File: config.mk
export PLATFORM = sky130hd
export DESIGN_NAME = i2c_slave_register_port_with_write_fifo
export DESIGN_NICKNAME = d
export VERILOG_FILES = /design/src/rtl/i2csp_pkg.sv /design/src/rtl/i2csp_front.sv /design/src/rtl/i2csp_exec.sv /design/src/rtl/i2c_slave_register_port_with_write_fifo.sv
export SDC_FILE = /design/constraint.sdc
export NUM_CORES = 1
export LEC_CHECK = 0
export BUFFER_PORTS_ARGS = -buffer_cell sky130_fd_sc_hd__buf_2
export CORE_ASPECT_RATIO = 0.6
export CORE_UTILIZATION = 61
export DETAILED_ROUTE_END_ITERATION = 10
export PLACE_DENSITY = 0.79
export SYNTH_ARGS = -nofsm -noshare
export SYNTH_HDL_FRONTEND = slang
export SYNTH_HIERARCHICAL = 1
export SYNTH_SLANG_ARGS = --single-unit
File: constraint.sdc
create_clock -name i_clk -period 4.92 [get_ports i_clk]
set_input_delay 0 -clock i_clk [delete_from_list [all_inputs] [get_ports i_clk]]
set_output_delay 0 -clock i_clk [all_outputs]
set_load 0.03 [all_outputs]
File: src/rtl/i2csp_pkg.sv
`timescale 1ns / 1ps

package i2csp_pkg;

    // Default sizes of the write request ring and of the register file
    localparam int unsigned QUEUE_DEPTH_DEF   = 16;
    localparam int unsigned REG_FILE_SIZE_DEF = 128;

    // Bus event codes as they arrive on the slave-side tuser
    localparam logic [2:0] ACT_STOP  = 3'd0;
    localparam logic [2:0] ACT_MATCH = 3'd1;
    localparam logic [2:0] ACT_WRITE = 3'd2;
    localparam logic [2:0] ACT_READ  = 3'd3;
    localparam logic [2:0] ACT_POP   = 3'd4;

    // Classified operation handed from the front end to the execution unit
    typedef enum logic [2:0] {
        OP_NOP   = 3'd0,
        OP_STOP  = 3'd1,
        OP_WRITE = 3'd2,
        OP_READ  = 3'd3,
        OP_POP   = 3'd4
    } t_op;

    typedef struct packed {
        t_op        op;
        logic [7:0] data;
    } t_cmd;

    // One result per event
    typedef struct packed {
        logic       read_valid;
        logic [7:0] read_address;
        logic       write_dropped;
        logic       pop_valid;
        logic [7:0] pop_address;
        logic [7:0] pop_data;
        logic [3:0] queue_count;
    } t_res;

endpackage

File: src/rtl/i2csp_front.sv
`timescale 1ns / 1ps

module i2csp_front
    import i2csp_pkg::*;
(
    input  logic       i_clk,
    input  logic       i_rst_n,
    input  logic       s_axis_tvalid,
    output logic       s_axis_tready,
    input  logic [7:0] s_axis_tdata,   // [7:0] data
    input  logic [2:0] s_axis_tuser,   // [2:0] action
    output logic       o_cmd_valid,
    output t_cmd       o_cmd,
    input  logic       i_cmd_ready
);

    t_cmd       r_q [2];
    logic       r_wr;
    logic       r_rd;
    logic [1:0] r_cnt;
    t_cmd       w_cmd;
    logic       w_push;
    logic       w_pop;

    // Classify the bus event; address match and unused codes do nothing
    always_comb begin
        w_cmd.data = s_axis_tdata;
        case (s_axis_tuser)
            ACT_STOP:  w_cmd.op = OP_STOP;
            ACT_MATCH: w_cmd.op = OP_NOP;
            ACT_WRITE: w_cmd.op = OP_WRITE;
            ACT_READ:  w_cmd.op = OP_READ;
            ACT_POP:   w_cmd.op = OP_POP;
            default:   w_cmd.op = OP_NOP;
        endcase
    end

    // Two-entry command queue toward the execution unit
    assign s_axis_tready = (r_cnt != 2'd2);
    assign w_push        = s_axis_tvalid && s_axis_tready;
    assign o_cmd_valid   = (r_cnt != 2'd0);
    assign o_cmd         = r_q[r_rd];
    assign w_pop         = o_cmd_valid && i_cmd_ready;

    always_ff @(posedge i_clk) begin
        if (w_push) begin
            r_q[r_wr] <= w_cmd;
        end
    end

    always_ff @(posedge i_clk) begin
        if (!i_rst_n) begin
            r_wr  <= 1'b0;
            r_rd  <= 1'b0;
            r_cnt <= 2'd0;
        end else begin
            if (w_push) begin
                r_wr <= ~r_wr;
            end
            if (w_pop) begin
                r_rd <= ~r_rd;
            end
            case ({w_push, w_pop})
                2'b10:   r_cnt <= r_cnt + 2'd1;
                2'b01:   r_cnt <= r_cnt - 2'd1;
                default: r_cnt <= r_cnt;
            endcase
        end
    end

endmodule

File: src/rtl/i2csp_exec.sv
`timescale 1ns / 1ps

module i2csp_exec
    import i2csp_pkg::*;
#(
    parameter int unsigned QUEUE_DEPTH   = QUEUE_DEPTH_DEF,
    parameter int unsigned REG_FILE_SIZE = REG_FILE_SIZE_DEF
) (
    input  logic i_clk,
    input  logic i_rst_n,
    input  logic i_cmd_valid,
    input  t_cmd i_cmd,
    output logic o_cmd_ready,
    output logic o_res_valid,
    output t_res o_res,
    input  logic i_res_ready
);

    localparam int unsigned IDX_W = $clog2(QUEUE_DEPTH);
    localparam int unsigned CNT_W = $clog2(QUEUE_DEPTH);
    localparam logic [IDX_W-1:0] LAST_IDX = IDX_W'(QUEUE_DEPTH - 1);
    localparam logic [CNT_W-1:0] FULL_CNT = CNT_W'(QUEUE_DEPTH - 1);

    typedef enum logic [1:0] {
        ST_RUN = 2'b01,
        ST_POP = 2'b10
    } t_state;

    t_state           r_state, n_state;
    logic             r_got, n_got;
    logic [7:0]       r_base, n_base;
    logic [7:0]       r_cur, n_cur;
    logic [IDX_W-1:0] r_head, n_head;
    logic [IDX_W-1:0] r_tail, n_tail;
    logic [CNT_W-1:0] r_count, n_count;
    logic             r_out_valid, n_out_valid;
    t_res             r_out, n_out;

    logic [7:0]       r_mem_addr [QUEUE_DEPTH];
    logic [7:0]       r_mem_data [QUEUE_DEPTH];
    logic [7:0]       r_rd_addr;
    logic [7:0]       r_rd_data;

    logic [7:0]       w_wrap [256];
    logic [7:0]       w_ptr_next;
    logic             w_take;
    logic             w_push;
    logic             w_rd;
    logic             w_full;
    logic             w_empty;

    // Pointer wrap table: (p + 1) mod 256, then mod register file size
    for (genvar g = 0; g < 256; g++) begin : g_wrap
        localparam int unsigned WRAPPED = g % REG_FILE_SIZE;
        assign w_wrap[g] = 8'(WRAPPED);
    end

    assign w_ptr_next  = w_wrap[r_cur + 8'd1];
    assign w_full      = (r_count == FULL_CNT);
    assign w_empty     = (r_count == '0);
    assign o_cmd_ready = (r_state == ST_RUN) && (!r_out_valid || i_res_ready);
    assign w_take      = i_cmd_valid && o_cmd_ready;
    assign o_res_valid = r_out_valid;
    assign o_res       = r_out;

    // Execute one command and build its result
    always_comb begin
        logic             v_load;
        t_res             v_res;
        logic [CNT_W+3:0] v_qc;

        n_state     = r_state;
        n_got       = r_got;
        n_base      = r_base;
        n_cur       = r_cur;
        n_head      = r_head;
        n_tail      = r_tail;
        n_count     = r_count;
        n_out       = r_out;
        n_out_valid = r_out_valid;
        w_push      = 1'b0;
        w_rd        = 1'b0;
        v_load      = 1'b0;
        v_res       = '0;

        case (r_state)
            ST_RUN: begin
                if (w_take) begin
                    v_load = 1'b1;
                    case (i_cmd.op)
                        OP_STOP: begin
                            n_cur = r_base;
                            n_got = 1'b0;
                        end
                        OP_WRITE: begin
                            if (!r_got) begin
                                n_got  = 1'b1;
                                n_base = i_cmd.data;
                                n_cur  = i_cmd.data;
                            end else begin
                                if (w_full) begin
                                    v_res.write_dropped = 1'b1;
                                end else begin
                                    w_push  = 1'b1;
                                    n_tail  = (r_tail == LAST_IDX) ? '0 : r_tail + 1'b1;
                                    n_count = r_count + 1'b1;
                                end
                                n_cur = w_ptr_next;
                            end
                        end
                        OP_READ: begin
                            v_res.read_valid   = 1'b1;
                            v_res.read_address = r_cur;
                            n_cur              = w_ptr_next;
                        end
                        OP_POP: begin
                            if (!w_empty) begin
                                // fetch the head entry into the read registers; ST_POP then builds the result
                                w_rd    = 1'b1;
                                n_head  = (r_head == LAST_IDX) ? '0 : r_head + 1'b1;
                                n_count = r_count - 1'b1;
                                n_state = ST_POP;
                                v_load  = 1'b0;
                            end
                        end
                        default: begin
                        end
                    endcase
                end
            end
            ST_POP: begin
                v_load            = 1'b1;
                v_res.pop_valid   = 1'b1;
                v_res.pop_address = r_rd_addr;
                v_res.pop_data    = r_rd_data;
                n_state           = ST_RUN;
            end
            default: begin
                n_state = ST_RUN;
            end
        endcase

        v_qc              = {4'b0000, n_count};
        v_res.queue_count = v_qc[3:0];

        // Load the output register or drain it
        if (v_load) begin
            n_out_valid = 1'b1;
            n_out       = v_res;
        end else if (i_res_ready) begin
            n_out_valid = 1'b0;
        end
    end

    // Write request ring storage with registered read
    always_ff @(posedge i_clk) begin
        if (w_push) begin
            r_mem_addr[r_tail] <= r_cur;
            r_mem_data[r_tail] <= i_cmd.data;
        end
        if (w_rd) begin
            r_rd_addr <= r_mem_addr[r_head];
            r_rd_data <= r_mem_data[r_head];
        end
    end

    always_ff @(posedge i_clk) begin
        r_out <= n_out;
    end

    always_ff @(posedge i_clk) begin
        if (!i_rst_n) begin
            r_state     <= ST_RUN;
            r_got       <= 1'b0;
            r_base      <= 8'd0;
            r_cur       <= 8'd0;
            r_head      <= '0;
            r_tail      <= '0;
            r_count     <= '0;
            r_out_valid <= 1'b0;
        end else begin
            r_state     <= n_state;
            r_got       <= n_got;
            r_base      <= n_base;
            r_cur       <= n_cur;
            r_head      <= n_head;
            r_tail      <= n_tail;
            r_count     <= n_count;
            r_out_valid <= n_out_valid;
        end
    end

    // Ring never holds more than depth minus one requests
    a_count_bound: assert property (@(posedge i_clk) disable iff (!i_rst_n)
        r_count <= FULL_CNT)
        else $error("write request count beyond ring capacity");

    // A pending pop always lands in the output register next cycle
    a_pop_lands: assert property (@(posedge i_clk) disable iff (!i_rst_n)
        r_state == ST_POP |=> r_out_valid && r_out.pop_valid)
        else $error("popped request not presented");

    // A dropped write leaves the ring untouched
    a_drop_keeps: assert property (@(posedge i_clk) disable iff (!i_rst_n)
        (w_take && i_cmd.op == OP_WRITE && r_got && w_full)
        |=> $stable(r_tail) && r_out.write_dropped)
        else $error("dropped write changed the ring");

    // Pointer is in range unless it still holds the base as written
    a_ptr_range: assert property (@(posedge i_clk) disable iff (!i_rst_n)
        ({1'b0, r_cur} < 9'(REG_FILE_SIZE)) || (r_cur == r_base))
        else $error("register pointer out of range");

endmodule

File: src/rtl/i2c_slave_register_port_with_write_fifo.sv
`timescale 1ns / 1ps
// An accepted event is registered in the command queue and then in the result register;
// a pop that returns a queued request also passes through the registered ring read.
// Throughput: one event per cycle while results are taken; a pop that returns a request
// holds exec in ST_POP. A two-entry command queue decouples intake from execution.
// Reset (synchronous, active low): idle, pointers zero, ring empty, no result pending.

module i2c_slave_register_port_with_write_fifo
    import i2csp_pkg::*;
#(
    parameter int unsigned QUEUE_DEPTH   = QUEUE_DEPTH_DEF,
    parameter int unsigned REG_FILE_SIZE = REG_FILE_SIZE_DEF
) (
    input  logic        i_clk,
    input  logic        i_rst_n,
    input  logic        s_axis_tvalid,
    output logic        s_axis_tready,
    input  logic [7:0]  s_axis_tdata,   // [7:0] data
    input  logic [2:0]  s_axis_tuser,   // [2:0] action
    output logic        m_axis_tvalid,
    input  logic        m_axis_tready,
    output logic [31:0] m_axis_tdata,   // [7:0] read_address, [15:8] pop_address,
                                        // [23:16] pop_data, [27:24] queue_count, [31:28] zero
    output logic [2:0]  m_axis_tuser    // [0] read_valid, [1] write_dropped, [2] pop_valid
);

    logic w_cmd_valid;
    logic w_cmd_ready;
    t_cmd w_cmd;
    t_res w_res;

    // Intake and classify bus events
    i2csp_front u_front (
        .i_clk         (i_clk),
        .i_rst_n       (i_rst_n),
        .s_axis_tvalid (s_axis_tvalid),
        .s_axis_tready (s_axis_tready),
        .s_axis_tdata  (s_axis_tdata),
        .s_axis_tuser  (s_axis_tuser),
        .o_cmd_valid   (w_cmd_valid),
        .o_cmd         (w_cmd),
        .i_cmd_ready   (w_cmd_ready)
    );

    // Pointer, write ring and result register
    i2csp_exec #(
        .QUEUE_DEPTH   (QUEUE_DEPTH),
        .REG_FILE_SIZE (REG_FILE_SIZE)
    ) u_exec (
        .i_clk       (i_clk),
        .i_rst_n     (i_rst_n),
        .i_cmd_valid (w_cmd_valid),
        .i_cmd       (w_cmd),
        .o_cmd_ready (w_cmd_ready),
        .o_res_valid (m_axis_tvalid),
        .o_res       (w_res),
        .i_res_ready (m_axis_tready)
    );

    // Pack the result onto the master side
    assign m_axis_tdata = {4'b0000, w_res.queue_count, w_res.pop_data,
                           w_res.pop_address, w_res.read_address};
    assign m_axis_tuser = {w_res.pop_valid, w_res.write_dropped, w_res.read_valid};

endmodule
==> metrics.yaml <==
rsz0062_at_grt: "no"
yosysUniqueCellTypes: 58
fin_crit_sh_pct: 66.4
synth_area_leaders: "edfxtp_1 (68%), mux4_2 (10%), dfxtp_1 (5.1%), mux2i_1 (1.9%), a21oi_1 (1.3%)"
postSynthCellCount: 814
hold_viol: 0
clk_path_buf_depth: 3
vdd_drop_max_v: 0.000414
globalplace.congestion: 0.891
cts-root-buf: "clkbuf_16"
antenna_found_initial: 1
path_buf_inv: 1
ys.warnings.count: 6
async_flop_share_pct: 0
period_needed_ns: 3.27
p_comb_share_pct: 14.5
power_switching_mw: 2.09
critPathArrivalTime_ns: 3.74
status: "finished clean"
finalSetupViolations: 0
finClkSkew_ns: 0.0141
grt_use_met2_pct: 39.5
cts.sinks: 362
dp_cells: 1154
hp-class: "primary input to register"
p_clk_share_pct: 32.2
final_cells: 1226
cts_tree: "built"
gr-usage-met3_pct: 5.69
synth_seq_cells: 362
power.density_nw_per_um2: 462
synth.top_cell.area_share_pct: 67.7
multi_input_area_sq_um: 3680
vias: 7879
grt_pass1_vias: 7754
slowest_stage: "inv_1"
core_sq_um: 23100
initial_core_util_pct: 62.3
leakage_nw: 5.21
synth_seq_area_share_pct: 72.9
startpoint_type: "register"
fin_tns_setup_ns: 0
top_usage_layer: "met1"
drive_above_1_share_pct: 22.7
final_common_cell: "edfxtp_1"
cts.repair.resized: 0
io_pins: 52
crit_family: "buffers and inverters"
drt_iter0_markers: 1006
cts_buffers: 31
fmax_ghz: 0.306
tightest_slew_ns: 1.09
met1_usage_pct: 42.2
wl_per_cell_microns: 25.7
die_area_sq_um: 24300
critical_path_class: "register to register"
synth_flop_cell: "edfxtp_1"
path_cells: "mux2_2, nor3b_2, nand4_1, inv_1, a41oi_1, a311oi_1"
max_stage_delay_ns: 0.75
p_int_mw: 5.40
dp_hpwl_mm: 20.0
end_kind: "register"
yosys.area.top_type: "edfxtp_1"
slew_violations: 0
clk_latency_ns: 0.57
die_x_microns: 200
max_cap_viol_count: 0
slew_headroom_pct: 26.8
grt.overflow.total: 0
drc: 0
synth-edff-count: 325
syn_to_final_growth_pct: 12.4
netlist_area_sq_um: 14400
track_usage_pct: 27.0
htree_levels: 1
grt_pass1_wl_mm: 47.5
place.port_buffers: 47
drt_pass1_iterations: 7
seqPwrFrac_pct: 53.3
ant_nets: 0
syn_avg_cell_area_sq_um: 17.7
regArea_sq_um: 10500
nNetsFinal: 914
num_rows: 43
required_ns: 5.39
path_clk_slew_ns: 0.07
final_cell_mix: "edfxtp_1 (325), mux4_2 (64), buf_2 (47)"
die_h_microns: 121
swShare_pct: 27.9
viasPerCell: 6.43
diodes: 0
routed_wl_mm: 31.5
fillers: 1458
cp_max_fo: 20
grt_max_degree: 39
[per-stage QoR]
| stage | area (sq um) | power, mW | worst slack (ns) | utilization (%) | hold slack (ns) |
|---|---|---|---|---|---|
| CTS | 16200 | 7.50 | 1.66 | 70.0 | 0.149 |
| global route | 16200 | 7.73 | 1.46 | 70.0 | 0.166 |
| global placement | 15000 | 5.05 | 1.92 | 65.0 | 0.189 |
| finish | 16200 | 7.49 | 1.65 | 70.0 | 0.167 |
| detailed placement | 15000 | 5.11 | 1.67 | 65.0 | 0.192 |
| floorplan | 14400 | 4.67 | 1.45 | - | 0.0989 |
[cells by family after synthesis]
| family | count (synthesis) | synth area share (%) |
|---|---|---|
| buf+inv | 62 | 1.84 |
| compound gates | 113 | 5.08 |
| mux | 102 | 12.7 |
| other cells | 1 | 0.0260 |
| xor+xnor | 8 | 0.486 |
| fa+ha+maj | 11 | 0.955 |
| flops | 362 | 72.9 |
| simple gates | 155 | 6.02 |
[final timing paths]
kind	startpoint	endpoint	slack [ns]	cells past startpoint
min	s_axis_tdata[4]	u_front/r_q[0][4]	0.17	2
max	register	u_exec/r_head[3]	1.65	6
max reg2reg	register	u_exec/r_head[3]	1.65	6
min reg2reg	u_exec/r_base[3]	u_exec/r_base[3]	0.51	2
[synth_stat cells, types with 15 or more instances]
library cell,instances
inv_1,15
o21ai_0,17
nor2_1,30
clkbuf_1,24
mux4_2,64
nand2_1,19
mux2i_1,27
edfxtp_1,325
a21oi_1,38
and2_1,27
dfxtp_1,37
nor2b_1,21
a211oi_1,21
[area by class of cell]
class	instances	share of cell area, %
inverter	15	0.348
sequential	362	64.9
clock buffer	35	4.88
timing repair buffer	85	3.46
multi-input combinational	393	22.7
tap	315	2.43
clock inverter	21	1.27
[power by group through the flow]
stage / Sequential [mW] / Clock, mW / Combinational (mW)
floorplan: 4.14 / 0 / 0.532
global placement: 4.03 / 0 / 1.02
detailed placement: 4.05 / 0 / 1.06
CTS: 3.99 / 2.45 / 1.07
global route: 4.02 / 2.57 / 1.14
finish: 3.99 / 2.41 / 1.09
[per-layer routing]
metal  wire length [microns]  up-vias
met5                       0        -
met4                     550        0
met3                    3610       54
met2                   13700      454
met1                   13700     4005
li1                        -     3366
[state kept, by name, indices dropped and copies added, names as in the netlist, 2 cells and up, named ones only]
register,count
u_exec/r_mem_data,128
u_exec/r_head,4
u_front/r_q,22
u_exec/r_rd_addr,8
u_front/r_cnt,2
u_exec/r_mem_addr,128
u_exec/r_state,2
u_exec/o_res,31
u_exec/r_cur,8
u_exec/r_rd_data,8
u_exec/r_tail,4
u_exec/r_base,8
u_exec/r_count,4
[what timing repair did]
| action | 4_1_cts | 5_1_grt |
|---|---|---|
| hold buffers | 16 | 0 |
| endpoints found under the hold margin | 37 | 0 |
| buffers inserted | 0 | 0 |
No activity file was read; power rests on OpenSTA's default activity.
